`src/rtl/cpcr_pkg.sv`:
```
`default_nettype none
package cpcr_pkg;

    // Square root: 46-bit radicand (squared distance in Q.12), 23-bit root (distance in Q.6).
    localparam int SQ_IN_W = 46;
    localparam int SQ_W    = 23;
    localparam int SQ_REM_W = SQ_W + 3;

    // Divider: 40-bit numerator, 23-bit divisor, 16 quotient bits.
    localparam int NUM_W   = 40;
    localparam int DEN_W   = SQ_W;
    localparam int DIV_QW  = 16;
    localparam int DREM_W  = NUM_W - DIV_QW;

    // Geometry and fixed-point constants.
    localparam int unsigned MIN_D2     = 66;
    localparam int unsigned NORMAL_ONE = 16384;
    localparam int unsigned E_MAX      = 256;

    // Register map (word index).
    localparam logic [2:0] REG_RESTITUTION = 3'd0;
    localparam logic [8:0] RESTITUTION_RST = 9'd192;

    // Per-item state carried alongside the square root and the divider.
    typedef struct packed {
        logic signed [18:0] x1;
        logic signed [18:0] y1;
        logic signed [15:0] vx1;
        logic signed [15:0] vy1;
        logic signed [18:0] x2;
        logic signed [18:0] y2;
        logic signed [15:0] vx2;
        logic signed [15:0] vy2;
        logic               contact;
        logic        [16:0] sr;
        logic               dx_neg;
        logic               dy_neg;
        logic        [18:0] dx_mag;
        logic        [18:0] dy_mag;
    } t_side;

    // Round half away from zero, shift by 21.
    function automatic logic signed [18:0] f_rnd21(input logic signed [40:0] v);
        logic [40:0] m;
        logic [40:0] r;
        m = v[40] ? 41'(-v) : 41'(v);
        r = (m + 41'(1 << 20)) >> 21;
        return v[40] ? -19'(signed'(r[18:0])) : 19'(signed'(r[18:0]));
    endfunction

    // Round half away from zero, shift by 37.
    function automatic logic signed [22:0] f_rnd37(input logic signed [59:0] v);
        logic [59:0] m;
        logic [59:0] r;
        m = v[59] ? 60'(-v) : 60'(v);
        r = (m + (60'(1) << 36)) >> 37;
        return v[59] ? -23'(signed'(r[22:0])) : 23'(signed'(r[22:0]));
    endfunction

    function automatic logic signed [18:0] f_sat19(input logic signed [20:0] v);
        if (v > 21'sd262143) begin
            return 19'sd262143;
        end else if (v < -21'sd262144) begin
            return -19'sd262144;
        end
        return v[18:0];
    endfunction

    function automatic logic signed [15:0] f_sat16(input logic signed [24:0] v);
        if (v > 25'sd32767) begin
            return 16'sd32767;
        end else if (v < -25'sd32768) begin
            return -16'sd32768;
        end
        return v[15:0];
    endfunction

endpackage
`default_nettype wire

```
`src/rtl/cpcr_div.sv`:
```
`default_nettype none
module cpcr_div import cpcr_pkg::*; (
    input  wire logic              i_clk,
    input  wire logic              i_en,
    input  wire logic [NUM_W-1:0]  i_num,
    input  wire logic [DEN_W-1:0]  i_den,
    output logic      [DIV_QW-1:0] o_q
);

    logic [DIV_QW-1:0] r_lo  [DIV_QW];
    logic [DREM_W-1:0] r_rem [DIV_QW];
    logic [DEN_W-1:0]  r_den [DIV_QW];
    logic [DIV_QW-1:0] r_q   [DIV_QW];

    // One quotient bit per stage, restoring division.
    for (genvar g = 0; g < DIV_QW; g++) begin : g_stage
        logic [DIV_QW-1:0] lo_in;
        logic [DREM_W-1:0] rem_in;
        logic [DEN_W-1:0]  den_in;
        logic [DIV_QW-1:0] q_in;
        logic [DREM_W:0]   trial;
        logic [DREM_W-1:0] n_rem;
        logic              qbit;

        if (g == 0) begin : g_first
            assign lo_in  = i_num[DIV_QW-1:0];
            assign rem_in = i_num[NUM_W-1:DIV_QW];
            assign den_in = i_den;
            assign q_in   = '0;
        end else begin : g_next
            assign lo_in  = r_lo[g-1];
            assign rem_in = r_rem[g-1];
            assign den_in = r_den[g-1];
            assign q_in   = r_q[g-1];
        end

        always_comb begin
            trial = {rem_in, lo_in[DIV_QW-1]};
            if (trial >= (DREM_W+1)'(den_in)) begin
                n_rem = DREM_W'(trial - (DREM_W+1)'(den_in));
                qbit  = 1'b1;
            end else begin
                n_rem = trial[DREM_W-1:0];
                qbit  = 1'b0;
            end
        end

        always_ff @(posedge i_clk) begin
            if (i_en) begin
                r_lo[g]  <= {lo_in[DIV_QW-2:0], 1'b0};
                r_rem[g] <= n_rem;
                r_den[g] <= den_in;
                r_q[g]   <= {q_in[DIV_QW-2:0], qbit};
            end
        end
    end

    assign o_q = r_q[DIV_QW-1];

endmodule
`default_nettype wire

```
`config.mk`:
```
export PLATFORM = sky130hd
export DESIGN_NAME = cpcr_div
export DESIGN_NICKNAME = d
export VERILOG_FILES = /design/src/rtl/cpcr_pkg.sv /design/src/rtl/cpcr_div.sv
export SDC_FILE = /design/constraint.sdc
export NUM_CORES = 2
export LEC_CHECK = 0
export BUFFER_PORTS_ARGS = -buffer_cell sky130_fd_sc_hd__buf_2
export CAP_MARGIN = 20
export CORE_ASPECT_RATIO = 0.9
export CORE_MARGIN = 3
export CORE_UTILIZATION = 60
export DETAILED_ROUTE_END_ITERATION = 16
export PLACE_DENSITY = 0.74
export SETUP_SLACK_MARGIN = 0.05
export SLEW_MARGIN = 0
export SYNTH_ARGS = -nofsm -noshare
export SYNTH_HDL_FRONTEND = slang
export SYNTH_SLANG_ARGS = --single-unit
```
`constraint.sdc`:
```
create_clock -name i_clk -period 7.8 [get_ports i_clk]
set_input_delay 2.34 -clock i_clk [delete_from_list [all_inputs] [get_ports i_clk]]
set_output_delay 2.34 -clock i_clk [all_outputs]
set_load 0.01 [all_outputs]
```
Yosys cells after proc, flatten, opt, wreduce, memory -nomap -nowiden
Memories as Yosys holds them, arrays and structs flattened.
Cells that the tools add are included.
- add/sub/neg operators: 16
- order comparisons: 16
- multiplexer cells: 34
- operators by type and width (cell ; count):
    greater-or-equal comparator 25 x 23 -> 1 bit ; 16
    2-to-1 mux 24 bit ; 16
    subtractor 24 x 23 -> 24 bit ; 16
    2-to-1 mux 1 bit ; 18
- register bits after elaboration: 0
- memory bits (writable): 1248
- output and inout bits: 16
- memories kept: 4
- memory list (memory ; depth ; width ; read ports ; clocked after Yosys merged registers in ; wr ports ; RTL line ; text):
    r_rem ; 16 ; 24 ; 15 ; 0 ; 16 ; cpcr_div.sv:11 ; logic [DREM_W-1:0] r_rem [DIV_QW];
    r_den ; 16 ; 23 ; 15 ; 0 ; 16 ; cpcr_div.sv:12 ; logic [DEN_W-1:0] r_den [DIV_QW];
    r_q ; 16 ; 16 ; 16 ; 0 ; 16 ; cpcr_div.sv:13 ; logic [DIV_QW-1:0] r_q [DIV_QW];
    r_lo ; 16 ; 15 ; 15 ; 0 ; 16 ; cpcr_div.sv:10 ; logic [DIV_QW-1:0] r_lo [DIV_QW];

Logic depth before layout (Yosys ltp)
An unclocked memory read counts as a cell.
- word-level depth: 3
- depth in mapped cells: 15
- depth with buffers taken out: 13

Least setup slack after synthesis
No wires, ideal clock.
- path type: input port to flip-flop
- start point: input i_den[1]
- end point: memory r_rem[0][0] (netlist bit), data pin
- setup time: 0.267 ns
- data arrival time: 4.519 ns
- slack: 3.014 ns
- stages: 13
- path buffers: 2
- path through: inv_1 -> ha_1 -> nor2b_1 -> o21ai_0 -> a21boi_0 -> o31ai_1 -> nor2b_1 -> o21ai_1 -> nand2_1 -> o221a_2 -> clkbuf_1 -> clkbuf_1 -> o21ai_0
- RTL lines (element ; RTL line ; text):
    start, declared ; cpcr_div.sv:6 ; input wire logic [DEN_W-1:0] i_den,
    end, declared ; cpcr_div.sv:11 ;

==> results.md <==
- Critical path required time: 8.20 ns
- DRT antenna net count: 0
- Clk Latency, worst-skew pair: 0.67 ns
- First-pass GRT wire length: 166000 µm
- Post-synth cell types: 78
- WL/cell: 18.2 µm
- Post-Syn Nets: 4831
- PortBufs: 80
- Dpl ws: 2.07 ns
- Die Span Y: 283 µm
- Top_reg_cell synth: edfxtp_1
- Fillers: 6123
- Final setup fails: 0
- Critical Path AT: 5.42 ns
- Max-capacitance violation count: 0
- Final worst clock skew: 0.0321 ns
- Synthesized flop and latch total: 961
- Most frequent cells in the layout: edfxtp_1, inv_1, ha_1, a21oi_1, nand2_1
- P_int: 14400 µW
- Pwr/cell area: 401 nW/µm²
- Layout area overhead: 9.78%
- Number of synthesized flops with an enable pin: 961
- Crit end category: register
- Overflow after GRT: 0
- Placed Area: 52700 µm²
- CTS max path bufs: 3
- Root buffer cell: clkbuf_16
- CP delay by family, top: compound AO/OA/AOI/OAI gates
- Final std cells w/o fill: 5693
- Crit-path max cell delay: 0.70 ns
- Post-route cell area: 56000 µm²
- Avg Cell Area, Syn: 11.6 µm²
- Commonest non-fill, non-tap cell in the layout: edfxtp_1
- Min setup slack post-route: 2.78 ns
- Comb pwr share: 41.9%
- Outcome: finished clean
- Worst-path clk slew: 0.06 ns
- Core Region: 83500 µm²
- Nets: 4937
- # IOs: 81
- Setup repair bufs after CTS: 0
- Placed cell count: 5512
- Total CTS buffers: 97
- Clock H-tree levels: 3
- Syn Inst Count: 4383
- RSZ-0062 raised after global routing: no
- HPWL Detailed: 74700 µm
- Max-slew violations: 0
- # rows: 100
- Register area share after synthesis: 56.6%
- Switching share of power: 36.0%
- # hold bufs at CTS: 0
- Critical path type: input pin to register
- P_sw: 8090 µW
- Vias in the first global route: 31126
- DR iter-0 viols: 3158
- Fmax achieved: 199 MHz
- # DRC: 0
- Seq pwr share: 36.6%
- CTS resizes: 0
- Final min period: 5.02 ns
- Maximum vdd ir drop: 0.000191 V
- Asr flop ratio synth: 0%
- Crit-path slowest cell: o221a_2
- Pleak: 0.0227 µW
- Largest net degree at the start of global routing: 190
- Setup crit start kind: input pin
- DR pass1 iterations: 5
- Gp weighted congestion: 0.953
- Starting Density: 61.1%
- Tcrit/Tclk final: 64.4%
- Clock power frac: 21.5%
- Most frequent CP cell: nor2b_1
- Buf/Inv on CP: 2
- HP Class: register to register
- Setup TNS: 0 ns
- Die width: 313 µm
- Total Wirelength: 104000 µm
- CTS tree: yes
- Initial antenna violation count: 2
- Relative slew slack: 31.8%
- Layout cells sized above 1: 8.23%
- Max FO, Critical Path: 46
- All-Layer GR Usage: 23.5%
- Cell area after synthesis: 51000 µm²
- Min Hold Slack: 0.405 ns
- Vias/cell: 5.78
- Critical-path cell list: buf_2 -> inv_1 -> ha_1 -> nor2b_1 -> o21ai_0 -> a21boi_0 -> o31ai_1 -> nor2b_1 -> o21ai_1 -> nand2_1 -> o221a_2 -> mux2_2
- Final Hold Viols: 0
- Die Area: 88600 µm²
- Clock sinks: 961
- Worst slew pin tran: 1.01 ns
- Routed vias: 32899
- Synthesis Warnings: 0
## flip-flops by register name (all words and copies together) (netlist names)
register and flops:
r_rem 360, r_den 345, r_q 136, r_lo 120
## cell families (layout without fill, tap and decap cells)
logic type / after synthesis / count (layout) / synth area share [%]
AO/OA/AOI/OAI: 1122 / 1122 / 13.6
AND/OR/NAND/NOR: 994 / 994 / 9.20
flip-flops: 961 / 961 / 56.6
buffers and inverters: 552 / 739 / 4.18
adder cells (fa/ha/maj): 383 / 383 / 9.62
XOR/XNOR: 278 / 278 / 4.77
multiplexers: 93 / 93 / 2.05
other: 0 / 1 / 0
## worst reg2reg max path, delay by kind of cell, from the launching register on
family | cells | cell delay, ns
multiplexers | 1 | 0.42
buffers and inverters | 2 | 0.46
flip-flops | 1 | 0.42
adder cells (fa/ha/maj) | 1 | 0.31
AND/OR/NAND/NOR | 3 | 0.61
AO/OA/AOI/OAI | 5 | 1.86
## metal layers
layer | part of all wire (%) | global-route usage (%) | wire, µm | vias to the layer above
li1 | - | - | - | 16254
met5 | 0 | 0 | 0 | -
met1 | 47 | 35.0 | 48600 | 15478
met4 | 2.5 | 6.40 | 2610 | 0
met3 | 7.0 | 4.38 | 7270 | 154
met2 | 44 | 35.9 | 45300 | 1013
## Yosys cell counts, types with 9 or more instances
cell type  count  area, µm²
a211oi_1      21        158
a21boi_0      13       97.6
a21o_1       158       1190
a21oi_1      364       1820
a221oi_1      14        123
a31oi_1       27        169
and3_1        19        119
and4_1        14        123
buf_2         26        130
clkbuf_1      57        214
edfxtp_1     961      28900
fa_1          15        300
ha_1         368       4600
inv_1        457       1720
mux2_2        82        923
mux2i_1        9       90.1
nand2_1      306       1150
nand2b_1      58        363
nand3_1       85        425
nand4_1       53        332
nor2_1       279       1050
nor2b_1       59        369
nor3_1        41        205
nor4_1        17        106
o211ai_1      13       97.6
o21a_1        48        360
o21ai_0      283       1420
o21ai_1       17       85.1
o21bai_1      28        210
o31a_1        24        210
o31ai_1       24        180
or2_2         16        100
or3_1         14       87.6
xnor2_1      150       1310
xor2_1       128       1120
## final cells by class
| cell class | instances | area, µm² | share of cell area [%] |
|---|---|---|---|
| clock buffer | 110 | 2540 | 4.54 |
| clock inverter | 70 | 800 | 1.43 |
| tap | 1122 | 1400 | 2.51 |
| inverter | 457 | 1720 | 3.06 |
| antenna | 1 | 2.50 | 0.00447 |
| sequential | 961 | 28900 | 51.5 |
| multi-input combinational | 2870 | 20100 | 35.8 |
| timing repair buffer | 102 | 626 | 1.12 |
## power groups by stage
stage | Clock (µW) | Combinational [µW] | Sequential (µW)
floorplan | 0 | 7160 | 8010
CTS | 4940 | 9250 | 8240
finish | 4830 | 9410 | 8230
global route | 5150 | 10500 | 8360
global placement | 0 | 8980 | 8310
detailed placement | 0 | 9130 | 8310
## path summary, 6_finish.rpt
check / start / endpoint / slack, ns / depth (start not counted)
setup / recovery: i_den[1] / r_rem[0][19] / 2.78 / 12
hold / removal: r_lo[1][13] / r_lo[1][29] / 0.40 / 0
setup reg to reg: r_den[1][93] / r_rem[1][123] / 3.47 / 12
hold reg to reg: r_lo[1][13] / r_lo[1][29] / 0.40 / 0
## stage by stage
step | total power [µW] | utilization (%)
final | 22500 | 67.1
after global routing | 24000 | 67.1
after floorplan | 15200 | -
after CTS | 22400 | 67.1
after global placement | 17300 | 63.1
after detailed placement | 17400 | 63.1
(Power assumes the default switching activity.)
